## src/rtl/core/cfr_pkg.sv

```systemverilog
// Shared types and codes for the clock frame replacement block.
`default_nettype none

package cfr_pkg;

  // Request codes on the action field.
  localparam logic ACT_ALLOC = 1'b0;
  localparam logic ACT_FREE  = 1'b1;

  // Result status codes.
  localparam logic ST_DONE      = 1'b0;
  localparam logic ST_NOT_FOUND = 1'b1;

  typedef enum logic [3:0] {
    S_IDLE,
    S_START,
    S_SCAN,
    S_SWEEP_RD,
    S_SWEEP,
    S_WALK,
    S_UNLINK_RD,
    S_UNLINK,
    S_INSERT,
    S_DONE
  } state_t;

  // Commands from the controller to the datapath.
  typedef struct packed {
    logic accept;      // capture input beat, restart scan
    logic scan_step;   // move scan index on
    logic scan_take;   // claim scanned free slot
    logic sweep_rd;    // fetch successor of the hand
    logic sweep_step;  // move hand one slot, clear or pick
    logic take_free;   // target slot is the freed index
    logic walk_start;  // start predecessor search at head
    logic walk_step;   // follow one link of the search
    logic unlink_rd;   // fetch successor and payload of target
    logic unlink;      // take target out of the order list
    logic insert;      // fill target and append at tail
    logic result;      // load the output register
    logic result_err;  // result carries not_found
  } cmd_t;

  // Status from the datapath to the controller.
  typedef struct packed {
    logic is_alloc;
    logic free_valid;
    logic free_is_head;
    logic scan_free;
    logic scan_last;
    logic sweep_hit;
    logic walk_match;
    logic out_free;
  } stat_t;

endpackage

`default_nettype wire

```

## src/rtl/core/cfr_ram.sv

```systemverilog
// Generic simple dual-port RAM with registered read.
`default_nettype none

module cfr_ram #(
  parameter int WIDTH = 8,
  parameter int DEPTH = 64
) (
  input  wire logic                     clk,
  input  wire logic                     we,
  input  wire logic [$clog2(DEPTH)-1:0] waddr,
  input  wire logic [WIDTH-1:0]         wdata,
  input  wire logic [$clog2(DEPTH)-1:0] raddr,
  output logic      [WIDTH-1:0]         rdata
);

  logic [WIDTH-1:0] mem_r [DEPTH];

  always_ff @(posedge clk) begin
    if (we) begin
      mem_r[waddr] <= wdata;
    end
    rdata <= mem_r[raddr];
  end

endmodule

`default_nettype wire

```

## src/rtl/core/cfr_ctrl.sv

```systemverilog
// Controller state machine for the clock frame replacement block.
`default_nettype none

module cfr_ctrl (
  input  wire logic          clk,
  input  wire logic          rst_n,
  input  wire logic          in_valid,
  output logic               in_ready,
  input  wire cfr_pkg::stat_t st,
  output cfr_pkg::cmd_t      cmd
);
  import cfr_pkg::*;

  state_t state_r, state_nxt;
  logic   err_r;

  always_ff @(posedge clk) begin
    if (!rst_n) begin
      state_r <= S_IDLE;
      err_r   <= 1'b0;
    end else begin
      state_r <= state_nxt;
      if (cmd.accept) begin
        err_r <= 1'b0;
      end else if (state_r == S_START && !st.is_alloc && !st.free_valid) begin
        err_r <= 1'b1;
      end
    end
  end

  // Next state.
  always_comb begin
    state_nxt = state_r;
    unique case (state_r)
      S_IDLE: begin
        if (in_valid) state_nxt = S_START;
      end
      S_START: begin
        priority if (st.is_alloc)    state_nxt = S_SCAN;
        else if (!st.free_valid)     state_nxt = S_DONE;
        else if (st.free_is_head)    state_nxt = S_UNLINK_RD;
        else                         state_nxt = S_WALK;
      end
      S_SCAN: begin
        priority if (st.scan_free)   state_nxt = S_INSERT;
        else if (st.scan_last)       state_nxt = S_SWEEP_RD;
        else                         state_nxt = S_SCAN;
      end
      S_SWEEP_RD: state_nxt = S_SWEEP;
      S_SWEEP: begin
        if (st.sweep_hit) state_nxt = S_UNLINK_RD;
      end
      S_WALK: begin
        if (st.walk_match) state_nxt = S_UNLINK_RD;
      end
      S_UNLINK_RD: state_nxt = S_UNLINK;
      S_UNLINK: state_nxt = st.is_alloc ? S_INSERT : S_DONE;
      S_INSERT: state_nxt = S_DONE;
      S_DONE: begin
        if (st.out_free) state_nxt = S_IDLE;
      end
      default: state_nxt = S_IDLE;
    endcase
  end

  // Outputs.
  always_comb begin
    cmd      = '0;
    in_ready = 1'b0;
    unique case (state_r)
      S_IDLE: begin
        in_ready   = 1'b1;
        cmd.accept = in_valid;
      end
      S_START: begin
        if (!st.is_alloc && st.free_valid) begin
          cmd.take_free  = 1'b1;
          cmd.walk_start = !st.free_is_head;
        end
      end
      S_SCAN: begin
        cmd.scan_take = st.scan_free;
        cmd.scan_step = !st.scan_free && !st.scan_last;
      end
      S_SWEEP_RD:  cmd.sweep_rd   = 1'b1;
      S_SWEEP:     cmd.sweep_step = 1'b1;
      S_WALK:      cmd.walk_step  = !st.walk_match;
      S_UNLINK_RD: cmd.unlink_rd  = 1'b1;
      S_UNLINK:    cmd.unlink     = 1'b1;
      S_INSERT:    cmd.insert     = 1'b1;
      S_DONE: begin
        cmd.result     = st.out_free;
        cmd.result_err = err_r;
      end
      default: cmd = '0;
    endcase
  end

endmodule

`default_nettype wire

```

## src/rtl/core/cfr_datapath.sv

```systemverilog
// Datapath: slot table, order list, clock hand and result register.
`default_nettype none

module cfr_datapath #(
  parameter int FRAME_SLOTS      = 64,
  parameter int PAGE_NUMBER_BITS = 20,
  parameter int OWNER_BITS       = 8,
  localparam int SLOT_W          = $clog2(FRAME_SLOTS),
  localparam int CNT_W           = $clog2(FRAME_SLOTS + 1)
) (
  input  wire logic                        clk,
  input  wire logic                        rst_n,
  input  wire logic                        cfg_we,
  input  wire logic [CNT_W-1:0]            cfg_wdata,
  input  wire logic                        in_action,
  input  wire logic [PAGE_NUMBER_BITS-1:0] in_page_number,
  input  wire logic [OWNER_BITS-1:0]       in_owner_id,
  input  wire logic                        in_zero_fill,
  input  wire logic [SLOT_W-1:0]           in_frame_index,
  input  wire cfr_pkg::cmd_t               cmd,
  output cfr_pkg::stat_t                   st,
  output logic                             out_valid,
  input  wire logic                        out_ready,
  output logic                             out_status,
  output logic [SLOT_W-1:0]                out_granted_slot,
  output logic                             out_clear_frame,
  output logic                             out_evicted,
  output logic [PAGE_NUMBER_BITS-1:0]      out_victim_page,
  output logic [OWNER_BITS-1:0]            out_victim_owner
);
  import cfr_pkg::*;

  localparam int PO_W = PAGE_NUMBER_BITS + OWNER_BITS;

  // Captured request.
  logic                        act_r;
  logic [PAGE_NUMBER_BITS-1:0] page_r;
  logic [OWNER_BITS-1:0]       owner_r;
  logic                        zero_r;
  logic [SLOT_W-1:0]           findex_r;

  // Table and list state.
  logic [CNT_W-1:0]       limit_r;
  logic [FRAME_SLOTS-1:0] valid_r;
  logic [FRAME_SLOTS-1:0] ref_r;
  logic [SLOT_W-1:0]      head_r, tail_r, hand_r;
  logic                   unset_r;
  logic [CNT_W-1:0]       count_r;

  // Working registers.
  logic [SLOT_W-1:0]           idx_r, slot_r, pred_r;
  logic                        evict_r;
  logic [PAGE_NUMBER_BITS-1:0] vpage_r;
  logic [OWNER_BITS-1:0]       vowner_r;

  // Memories.
  logic              nx_we;
  logic [SLOT_W-1:0] nx_waddr, nx_wdata, nx_raddr, nx_rdata;
  logic [PO_W-1:0]   po_rdata;

  logic [SLOT_W-1:0] hand_nxt;
  logic [SLOT_W-1:0] lim_last;

  cfr_ram #(.WIDTH(SLOT_W), .DEPTH(FRAME_SLOTS)) u_next_ram (
    .clk   (clk),
    .we    (nx_we),
    .waddr (nx_waddr),
    .wdata (nx_wdata),
    .raddr (nx_raddr),
    .rdata (nx_rdata)
  );

  cfr_ram #(.WIDTH(PO_W), .DEPTH(FRAME_SLOTS)) u_page_ram (
    .clk   (clk),
    .we    (cmd.insert),
    .waddr (slot_r),
    .wdata ({page_r, owner_r}),
    .raddr (slot_r),
    .rdata (po_rdata)
  );

  // Hand advance: wrap to head from tail or when unset.
  assign hand_nxt = (unset_r || hand_r == tail_r) ? head_r : nx_rdata;

  // Clamp the limit to 1..FRAME_SLOTS and take the last scanned index.
  always_comb begin
    priority if (limit_r == '0) begin
      lim_last = '0;
    end else if (limit_r > CNT_W'(FRAME_SLOTS)) begin
      lim_last = SLOT_W'(FRAME_SLOTS - 1);
    end else begin
      lim_last = SLOT_W'(limit_r - 1'b1);
    end
  end

  always_comb begin
    priority if (cmd.sweep_rd)   nx_raddr = hand_r;
    else if (cmd.sweep_step)     nx_raddr = hand_nxt;
    else if (cmd.walk_start)     nx_raddr = head_r;
    else if (cmd.walk_step)      nx_raddr = nx_rdata;
    else                         nx_raddr = slot_r;
  end

  always_comb begin
    nx_we    = 1'b0;
    nx_waddr = pred_r;
    nx_wdata = nx_rdata;
    if (cmd.unlink && slot_r != head_r) begin
      nx_we = 1'b1;
    end else if (cmd.insert && count_r != '0) begin
      nx_we    = 1'b1;
      nx_waddr = tail_r;
      nx_wdata = slot_r;
    end
  end

  always_comb begin
    st.is_alloc     = (act_r == ACT_ALLOC);
    st.free_valid   = valid_r[findex_r];
    st.free_is_head = (findex_r == head_r);
    st.scan_free    = !valid_r[idx_r];
    st.scan_last    = (idx_r == lim_last);
    st.sweep_hit    = !ref_r[hand_nxt];
    st.walk_match   = (nx_rdata == slot_r);
    st.out_free     = !out_valid || out_ready;
  end

  // Payload and working registers.
  always_ff @(posedge clk) begin
    if (cmd.accept) begin
      act_r    <= in_action;
      page_r   <= in_page_number;
      owner_r  <= in_owner_id;
      zero_r   <= in_zero_fill;
      findex_r <= in_frame_index;
      idx_r    <= '0;
    end
    if (cmd.scan_step) idx_r <= idx_r + 1'b1;
    if (cmd.scan_take) slot_r <= idx_r;
    if (cmd.take_free) slot_r <= findex_r;
    if (cmd.walk_start) pred_r <= head_r;
    if (cmd.walk_step) pred_r <= nx_rdata;
    if (cmd.sweep_step) begin
      pred_r <= hand_r;
      if (!ref_r[hand_nxt]) slot_r <= hand_nxt;
    end
    if (cmd.unlink && evict_r) begin
      vpage_r  <= po_rdata[PO_W-1:OWNER_BITS];
      vowner_r <= po_rdata[OWNER_BITS-1:0];
    end
    if (cmd.result) begin
      out_status       <= cmd.result_err;
      out_granted_slot <= (act_r == ACT_ALLOC) ? slot_r : '0;
      out_clear_frame  <= (act_r == ACT_ALLOC) ? zero_r : 1'b0;
      out_evicted      <= evict_r;
      out_victim_page  <= evict_r ? vpage_r : '0;
      out_victim_owner <= evict_r ? vowner_r : '0;
    end
  end

  // Control state.
  always_ff @(posedge clk) begin
    if (!rst_n) begin
      limit_r   <= CNT_W'(FRAME_SLOTS);
      valid_r   <= '0;
      ref_r     <= '0;
      head_r    <= '0;
      tail_r    <= '0;
      hand_r    <= '0;
      unset_r   <= 1'b1;
      count_r   <= '0;
      evict_r   <= 1'b0;
      out_valid <= 1'b0;
    end else begin
      if (cfg_we) limit_r <= cfg_wdata;

      if (cmd.result) begin
        out_valid <= 1'b1;
      end else if (out_ready) begin
        out_valid <= 1'b0;
      end

      if (cmd.accept) evict_r <= 1'b0;

      if (cmd.sweep_step) begin
        hand_r  <= hand_nxt;
        unset_r <= 1'b0;
        if (ref_r[hand_nxt]) begin
          ref_r[hand_nxt] <= 1'b0;
        end else begin
          evict_r <= 1'b1;
        end
      end

      if (cmd.unlink) begin
        valid_r[slot_r] <= 1'b0;
        ref_r[slot_r]   <= 1'b0;
        count_r         <= count_r - 1'b1;
        if (count_r == CNT_W'(1)) begin
          // Last slot leaves: empty list, hand unset.
          unset_r <= 1'b1;
          head_r  <= '0;
          tail_r  <= '0;
        end else begin
          // Step the hand back off the removed slot, or unset it at the head.
          if (!unset_r && hand_r == slot_r) begin
            if (slot_r != head_r) hand_r <= pred_r;
            else                  unset_r <= 1'b1;
          end
          if (slot_r == head_r) begin
            head_r <= nx_rdata;
          end else if (tail_r == slot_r) begin
            tail_r <= pred_r;
          end
        end
      end

      if (cmd.insert) begin
        valid_r[slot_r] <= 1'b1;
        ref_r[slot_r]   <= 1'b1;
        if (count_r == '0) head_r <= slot_r;
        tail_r  <= slot_r;
        count_r <= count_r + 1'b1;
      end
    end
  end

endmodule

`default_nettype wire

```

## src/rtl/core/clock_frame_replacement_core.sv

```systemverilog
// Top level of the clock (second chance) frame replacement block.
//
//   Channel  Ports                 Handshake         Beat
//   in       in_*                  in_valid/ready    one request
//   out      out_*                 out_valid/ready   one result per request
//   cfg      cfg_we, cfg_wdata     write enable      frame limit
//
// One request at a time. Allocate with a free slot: scan to it, insert,
// done. Allocate with eviction: the full scan to the frame limit, a hand
// sweep (at most n+1 hand steps for n slots in use), unlink of the victim,
// insert, done. Free: walk from head to the predecessor, unlink, done; an
// empty slot is not_found. The loops are bounded by the single read
// port of the link RAM. Reset is synchronous; no clearing pass follows it.
// A stalled result holds in the output register while the next request is taken.
`default_nettype none

module clock_frame_replacement_core #(
  parameter int FRAME_SLOTS      = 64,
  parameter int PAGE_NUMBER_BITS = 20,
  parameter int OWNER_BITS       = 8,
  localparam int SLOT_W          = $clog2(FRAME_SLOTS),
  localparam int CNT_W           = $clog2(FRAME_SLOTS + 1)
) (
  input  wire logic                        clk,
  input  wire logic                        rst_n,
  input  wire logic                        cfg_we,
  input  wire logic [CNT_W-1:0]            cfg_wdata,
  input  wire logic                        in_valid,
  output logic                             in_ready,
  input  wire logic                        in_action,
  input  wire logic [PAGE_NUMBER_BITS-1:0] in_page_number,
  input  wire logic [OWNER_BITS-1:0]       in_owner_id,
  input  wire logic                        in_zero_fill,
  input  wire logic [SLOT_W-1:0]           in_frame_index,
  output logic                             out_valid,
  input  wire logic                        out_ready,
  output logic                             out_status,
  output logic [SLOT_W-1:0]                out_granted_slot,
  output logic                             out_clear_frame,
  output logic                             out_evicted,
  output logic [PAGE_NUMBER_BITS-1:0]      out_victim_page,
  output logic [OWNER_BITS-1:0]            out_victim_owner
);
  import cfr_pkg::*;

  cmd_t  cmd;
  stat_t st;

  cfr_ctrl u_ctrl (
    .clk      (clk),
    .rst_n    (rst_n),
    .in_valid (in_valid),
    .in_ready (in_ready),
    .st       (st),
    .cmd      (cmd)
  );

  cfr_datapath #(
    .FRAME_SLOTS      (FRAME_SLOTS),
    .PAGE_NUMBER_BITS (PAGE_NUMBER_BITS),
    .OWNER_BITS       (OWNER_BITS)
  ) u_datapath (
    .clk              (clk),
    .rst_n            (rst_n),
    .cfg_we           (cfg_we),
    .cfg_wdata        (cfg_wdata),
    .in_action        (in_action),
    .in_page_number   (in_page_number),
    .in_owner_id      (in_owner_id),
    .in_zero_fill     (in_zero_fill),
    .in_frame_index   (in_frame_index),
    .cmd              (cmd),
    .st               (st),
    .out_valid        (out_valid),
    .out_ready        (out_ready),
    .out_status       (out_status),
    .out_granted_slot (out_granted_slot),
    .out_clear_frame  (out_clear_frame),
    .out_evicted      (out_evicted),
    .out_victim_page  (out_victim_page),
    .out_victim_owner (out_victim_owner)
  );

  // One request in flight: no second beat right after an accept.
  a_one_in_flight: assert property (@(posedge clk) disable iff (!rst_n)
    in_valid && in_ready |=> !in_ready)
    else $error("input accepted on back-to-back cycles");

  // Table updates never overlap.
  a_cmd_excl: assert property (@(posedge clk) disable iff (!rst_n)
    $onehot0({cmd.unlink, cmd.insert, cmd.sweep_step, cmd.walk_step, cmd.scan_step}))
    else $error("conflicting datapath commands");

  // A result is only loaded when the output register can take it.
  a_result_room: assert property (@(posedge clk) disable iff (!rst_n)
    cmd.result |-> st.out_free)
    else $error("result loaded over a pending beat");

  // A not_found result carries no eviction.
  a_err_clean: assert property (@(posedge clk) disable iff (!rst_n)
    out_valid && out_status == ST_NOT_FOUND |-> !out_evicted)
    else $error("failed free reports an eviction");

endmodule

`default_nettype wire
```

## config.mk

```make
export PLATFORM = sky130hd
export DESIGN_NAME = clock_frame_replacement_core
export DESIGN_NICKNAME = d
export VERILOG_FILES = /design/src/rtl/core/cfr_pkg.sv /design/src/rtl/core/cfr_ram.sv /design/src/rtl/core/cfr_ctrl.sv /design/src/rtl/core/cfr_datapath.sv /design/src/rtl/core/clock_frame_replacement_core.sv
export SDC_FILE = /design/constraint.sdc
export NUM_CORES = 2
export LEC_CHECK = 0
export BUFFER_PORTS_ARGS = -buffer_cell sky130_fd_sc_hd__buf_2
export CAP_MARGIN = 20
export CORE_UTILIZATION = 65
export CTS_BUF_LIST = sky130_fd_sc_hd__clkbuf_16
export DETAILED_ROUTE_END_ITERATION = 10
export PLACE_DENSITY = 0.82
export SYNTH_ARGS = -nofsm -noshare
export SYNTH_HDL_FRONTEND = slang
export SYNTH_HIERARCHICAL = 1
export SYNTH_SLANG_ARGS = --single-unit
export TNS_END_PERCENT = 10
```

## constraint.sdc

```tcl
create_clock -name clk -period 14.15 [get_ports clk]
set_input_delay 2.83 -clock clk [delete_from_list [all_inputs] [get_ports clk]]
set_output_delay 2.83 -clock clk [all_outputs]
set_load 0.02 [all_outputs]
```

# After elaboration in Yosys (flattened, before gate mapping)
# Memories as Yosys holds them, arrays and structs flattened. A register that Yosys moved wholly into a read port is not among the register bits.
# Index checks and enable logic that the tools add are counted.
# totals
memories,2
ff_bits,287
ram_bits,2176
output_inout_bits,39
input_bits,48
# memory_table
memory,depth,width,rd,rd_ports_with_merged_regs,wr,line,source
u_datapath.u_page_ram.mem_r,64,28,1,1,1,cfr_ram.sv:16,logic [WIDTH-1:0] mem_r [DEPTH];
u_datapath.u_next_ram.mem_r,64,6,1,1,1,cfr_ram.sv:16,
# op_classes
magnitude_cmp,7
bitwise,8
n_eq_ne,23
n_addsub,4
reduce_logical,31
muxes,94
# ops
operator,count
2-to-1 mux 64 bit,9
2-to-1 mux 6 bit,35
bitwise AND 64 bit,3
NOT 64 bit,2
bitwise OR 64 bit,2
== test 6 bit,7
one-hot mux 4 bit (10 select lines),1
2-to-1 mux 1 bit,30
"< comparator 6 x 7 -> 1 bit, second input constant",4
2-to-1 mux 4 bit,7
binary-select mux 1 bit (select 6 bit),3
"== test 4 x 3 -> 1 bit, second input constant",4
logical NOT 7 bit,2
2-to-1 mux 7 bit,2
demux 1 bit (select 6 bit),2
"greater-or-equal comparator 6 x 1 -> 1 bit, second input constant",2
logical AND 1 bit,10
2-to-1 mux 2 bit,5
"== test 4 x 2 -> 1 bit, second input constant",2
"== test 4 bit, second input constant",2
"adder 7 x 1 -> 7 bit, second input constant",1
"== test 7 x 1 -> 1 bit, second input constant",1
"> comparator 7 bit, second input constant",1
logical NOT 1 bit,7
17 further kinds,23

# Longest topological paths before layout
# logic_depth
ltp_word,17
ltp_mapped,21
depth_no_buf,15

# Modules after synthesis
# The synthesis kept the hierarchy.
# modules_own_cells
module,cells_per_inst,instances,area_per_inst_um2
cfr_ram at u_datapath.u_page_ram,3105,1,69188.9
cfr_datapath,1583,1,15782.6
cfr_ram at u_datapath.u_next_ram,720,1,15225.9
cfr_ctrl,66,1,465.4

# Worst setup path after synthesis
# No wires, ideal clock.
# synth_timing
kind,register to register
startpoint,register u_datapath.findex_r[0]
endpoint,"register u_datapath.u_next_ram.rdata[2], read port of u_datapath.u_next_ram.mem_r"
setup_time_ps,117
synth_period_minus_slack_ps,5299
arrival_time_ps,5182
stages_incl_launch_ff,21
t_required_ps,14033
setup_slack_ps,8851
path_cell_list,edfxtp_1 clkbuf_1 clkbuf_1 mux4_2 mux4_2 mux4_2 nor4b_4 and2b_1 clkbuf_1 nor2_1 a21oi_1 nor2_1 a21oi_1 o21ai_0 clkbuf_1 buf_2 buf_2 mux4_2 a22oi_2 nand3_1 a32o_1
# synth_lines
item,line,source
"start, declared",cfr_datapath.sv:40,logic [SLOT_W-1:0] findex_r;
"start signal, assigned",cfr_datapath.sv:135,findex_r <= in_frame_index;
"end, declared",cfr_ram.sv:13,output logic [WIDTH-1:0] rdata

==> summary.md <==
| Metric | Value |
|---|---|
| Status | `finished clean` |
| RSZ-0062 raised after global routing | `no` |
| Hold Path Class | `flop to flop` |
| Hold Buf Count CTS | `0` |
| Cell area power density | `183 mW/mm²` |
| Final Wtd Congestion | `0.910` |
| Setup Viol. Count Final | `0` |
| Finished Core Util | `0.721` |
| 1st-pass router iterations | `8` |
| Initial antenna violation count | `7` |
| Via count of the first global-routing pass | `55.6k` |
| Setup bufs post-CTS | `0` |
| Max H-tree Level | `4` |
| Vias | `57.2k` |
| Syn Nets | `5527` |
| Hpwl dp | `143000 µm` |
| Max-Cap Viols | `0` |
| Die width | `396 µm` |
| Gate Count Post-Synth | `5473` |
| Worst hold stages | `0` |
| Dpl cell area | `0.103 mm²` |
| Worst vdd ir | `0.000168 V` |
| Port Buffers | `86` |
| LEAKAGE | `34.7 nW` |
| # IOs | `87` |
| Fillcell total | `8511` |
| Reg-to-reg startpoint | `u_datapath/findex_r[1]$_DFFE_PP_` |
| Crit end category | `flop` |
| Min Tclk post-route | `6820 ps` |
| Largest net degree at the start of global routing | `126` |
| Num CTS Buffers | `228` |
| Clock Skew | `52.2 ps` |
| Worst-path clk slew | `80 ps` |
| DRC | `0` |
| Die ar. | `0.156 mm²` |
| Root Buffer | `clkbuf_16` |
| Worst skew pair latency | `880 ps` |
| Crit Path Category | `flop to flop` |
| Most frequent cells in the layout | `edfxtp_1 (2289), mux4_2 (497), clkbuf_16 (233), mux2i_1 (210), dfxtp_1 (199)` |
| First-pass GRT wire length | `377000 µm` |
| Drt wl/cell | `34.4 µm` |
| Hold Fails Final Rpt | `0` |
| Die height | `396 µm` |
| CTS resizes | `0` |
| Starting Density | `0.654` |
| Fmax | `0.147 GHz` |
| Syn_area_per_cell | `18.4 µm²` |
| Critical-path maximum fanout | `70` |
| Sink Count | `2497` |
| Setup tns final | `0 ps` |
| Startpoint Class | `flop` |
| Antenna viol nets, final | `0` |
| Worst EP required | `14970 ps` |
| Crit path DAT | `7640 ps` |
| Final Cycle Share | `0.482` |
| Commonest non-fill, non-tap cell in the layout | `edfxtp_1` |
| Nets | `5598` |
| Design area | `0.111 mm²` |
| Share of cells above drive strength 1 | `0.233` |
| CTS tree | `built` |
| Via density | `7.34` |
| R2r setup slk | `7330 ps` |
| HP Start | `u_datapath/u_page_ram/rdata[7]$_DFF_P_` |
| Multi-input logic area | `0.0262 mm²` |
| Area of the core | `0.154 mm²` |
| Slew Viols, Final | `0` |
| Worst r2r dst | `u_datapath/u_next_ram/rdata[3]$_DFF_P_` |
| Largest buffer count on any clock path | `3` |
| Worst-margin pin slew | `1240 ps` |
| Slew headroom | `0.168` |
| Number of cell rows | `144` |
| Grt total ovfl | `0` |
| Reg area | `0.0729 mm²` |
| Synth Warn # | `6` |
| Starting DRC count in detailed routing | `9855` |
| Mapped Area | `0.101 mm²` |
| GRT Overall Usage | `0.331` |
| Endpoint, Worst Hold | `u_datapath/vowner_r[7]$_DFFE_PP_` |
| Area added between synthesis and finish | `10.3%` |
| Total routed wirelength | `268000 µm` |
| Worst-case reg-to-reg path depth | `16` |
-- state kept, by name, summed over array words and instances, names as in the netlist, 20 cells and up --
name / cells
u_datapath/out_victim_page: 20
u_datapath/ref_r: 64
u_datapath/vpage_r: 20
u_datapath/valid_r: 64
u_datapath/u_next_ram/mem_r: 384
u_datapath/u_page_ram/rdata: 28
u_datapath/u_page_ram/mem_r: 1792
u_datapath/page_r: 20
-- report_power, final --
group	internal, mW	leakage (nW)	switching [mW]
clock network	3.35	3.84	2.76
logic	1.99	8.60	3.37
registers	8.55	22.3	0.232
total	13.9	34.7	6.36
-- layer usage --
metal  global-route usage  vias to the layer above  part of all wire
li1                     -                    22500                 -
met1                0.469                    28900              0.35
met2                0.514                     4999              0.48
met3               0.0687                      787              0.13
met4                0.128                       10             0.042
met5                    0                        -           0.00027
-- worst max-delay path, stage by stage (launching register included) --
cell,delay [ps]
edfxtp_1,1030
mux4_2,430
mux4_2,500
mux4_2,590
nor4b_4,220
and2b_1,350
nor2_1,170
a21oi_1,50
nor2_1,120
a21oi_1,80
o21ai_4,630
buf_4,890
mux4_2,390
o22a_1,160
o221ai_1,190
nor3_1,620
o22a_1,230
-- how the worst max path moves through the flow --
| stage | from | endpoint | slack (ps) |
|---|---|---|---|
| global route | u_datapath/findex_r[1]$_DFFE_PP_ | u_datapath/u_next_ram/rdata[5]$_DFF_P_ | 7180 |
| detailed placement | u_datapath/findex_r[1]$_DFFE_PP_ | u_datapath/u_next_ram/rdata[2]$_DFF_P_ | 7440 |
| floorplan | u_datapath/findex_r[0]$_DFFE_PP_ | u_datapath/u_next_ram/rdata[2]$_DFF_P_ | 8850 |
| CTS | u_datapath/findex_r[1]$_DFFE_PP_ | u_datapath/u_next_ram/rdata[2]$_DFF_P_ | 7410 |
| global placement | u_datapath/findex_r[1]$_DFFE_PP_ | u_datapath/u_next_ram/rdata[2]$_DFF_P_ | 7540 |
| finish | u_datapath/findex_r[1]$_DFFE_PP_ | u_datapath/u_next_ram/rdata[3]$_DFF_P_ | 7330 |
-- stage by stage --
step,cells,hold WS [ps],setup WS [ps],power [mW]
2_1_floorplan,5473,386,8850,12.4
3_3_place_gp,7336,388,7540,13.8
3_5_place_dp,7338,394,7440,14.0
4_1_cts,7772,399,7410,20.0
5_1_grt,7792,408,7180,20.7
6_report,7793,397,7330,20.3
-- layout make-up --
type / count / area share
sequential: 2497 / 0.657
multi-input combinational: 2567 / 0.236
clock buffer: 233 / 0.0525
tap: 2044 / 0.0230
timing repair buffer: 236 / 0.0170
clock inverter: 201 / 0.0138
inverter: 14 / 0.000473
antenna: 1 / 0.0000225
Note: power is estimated with default switching activity, not from simulation.
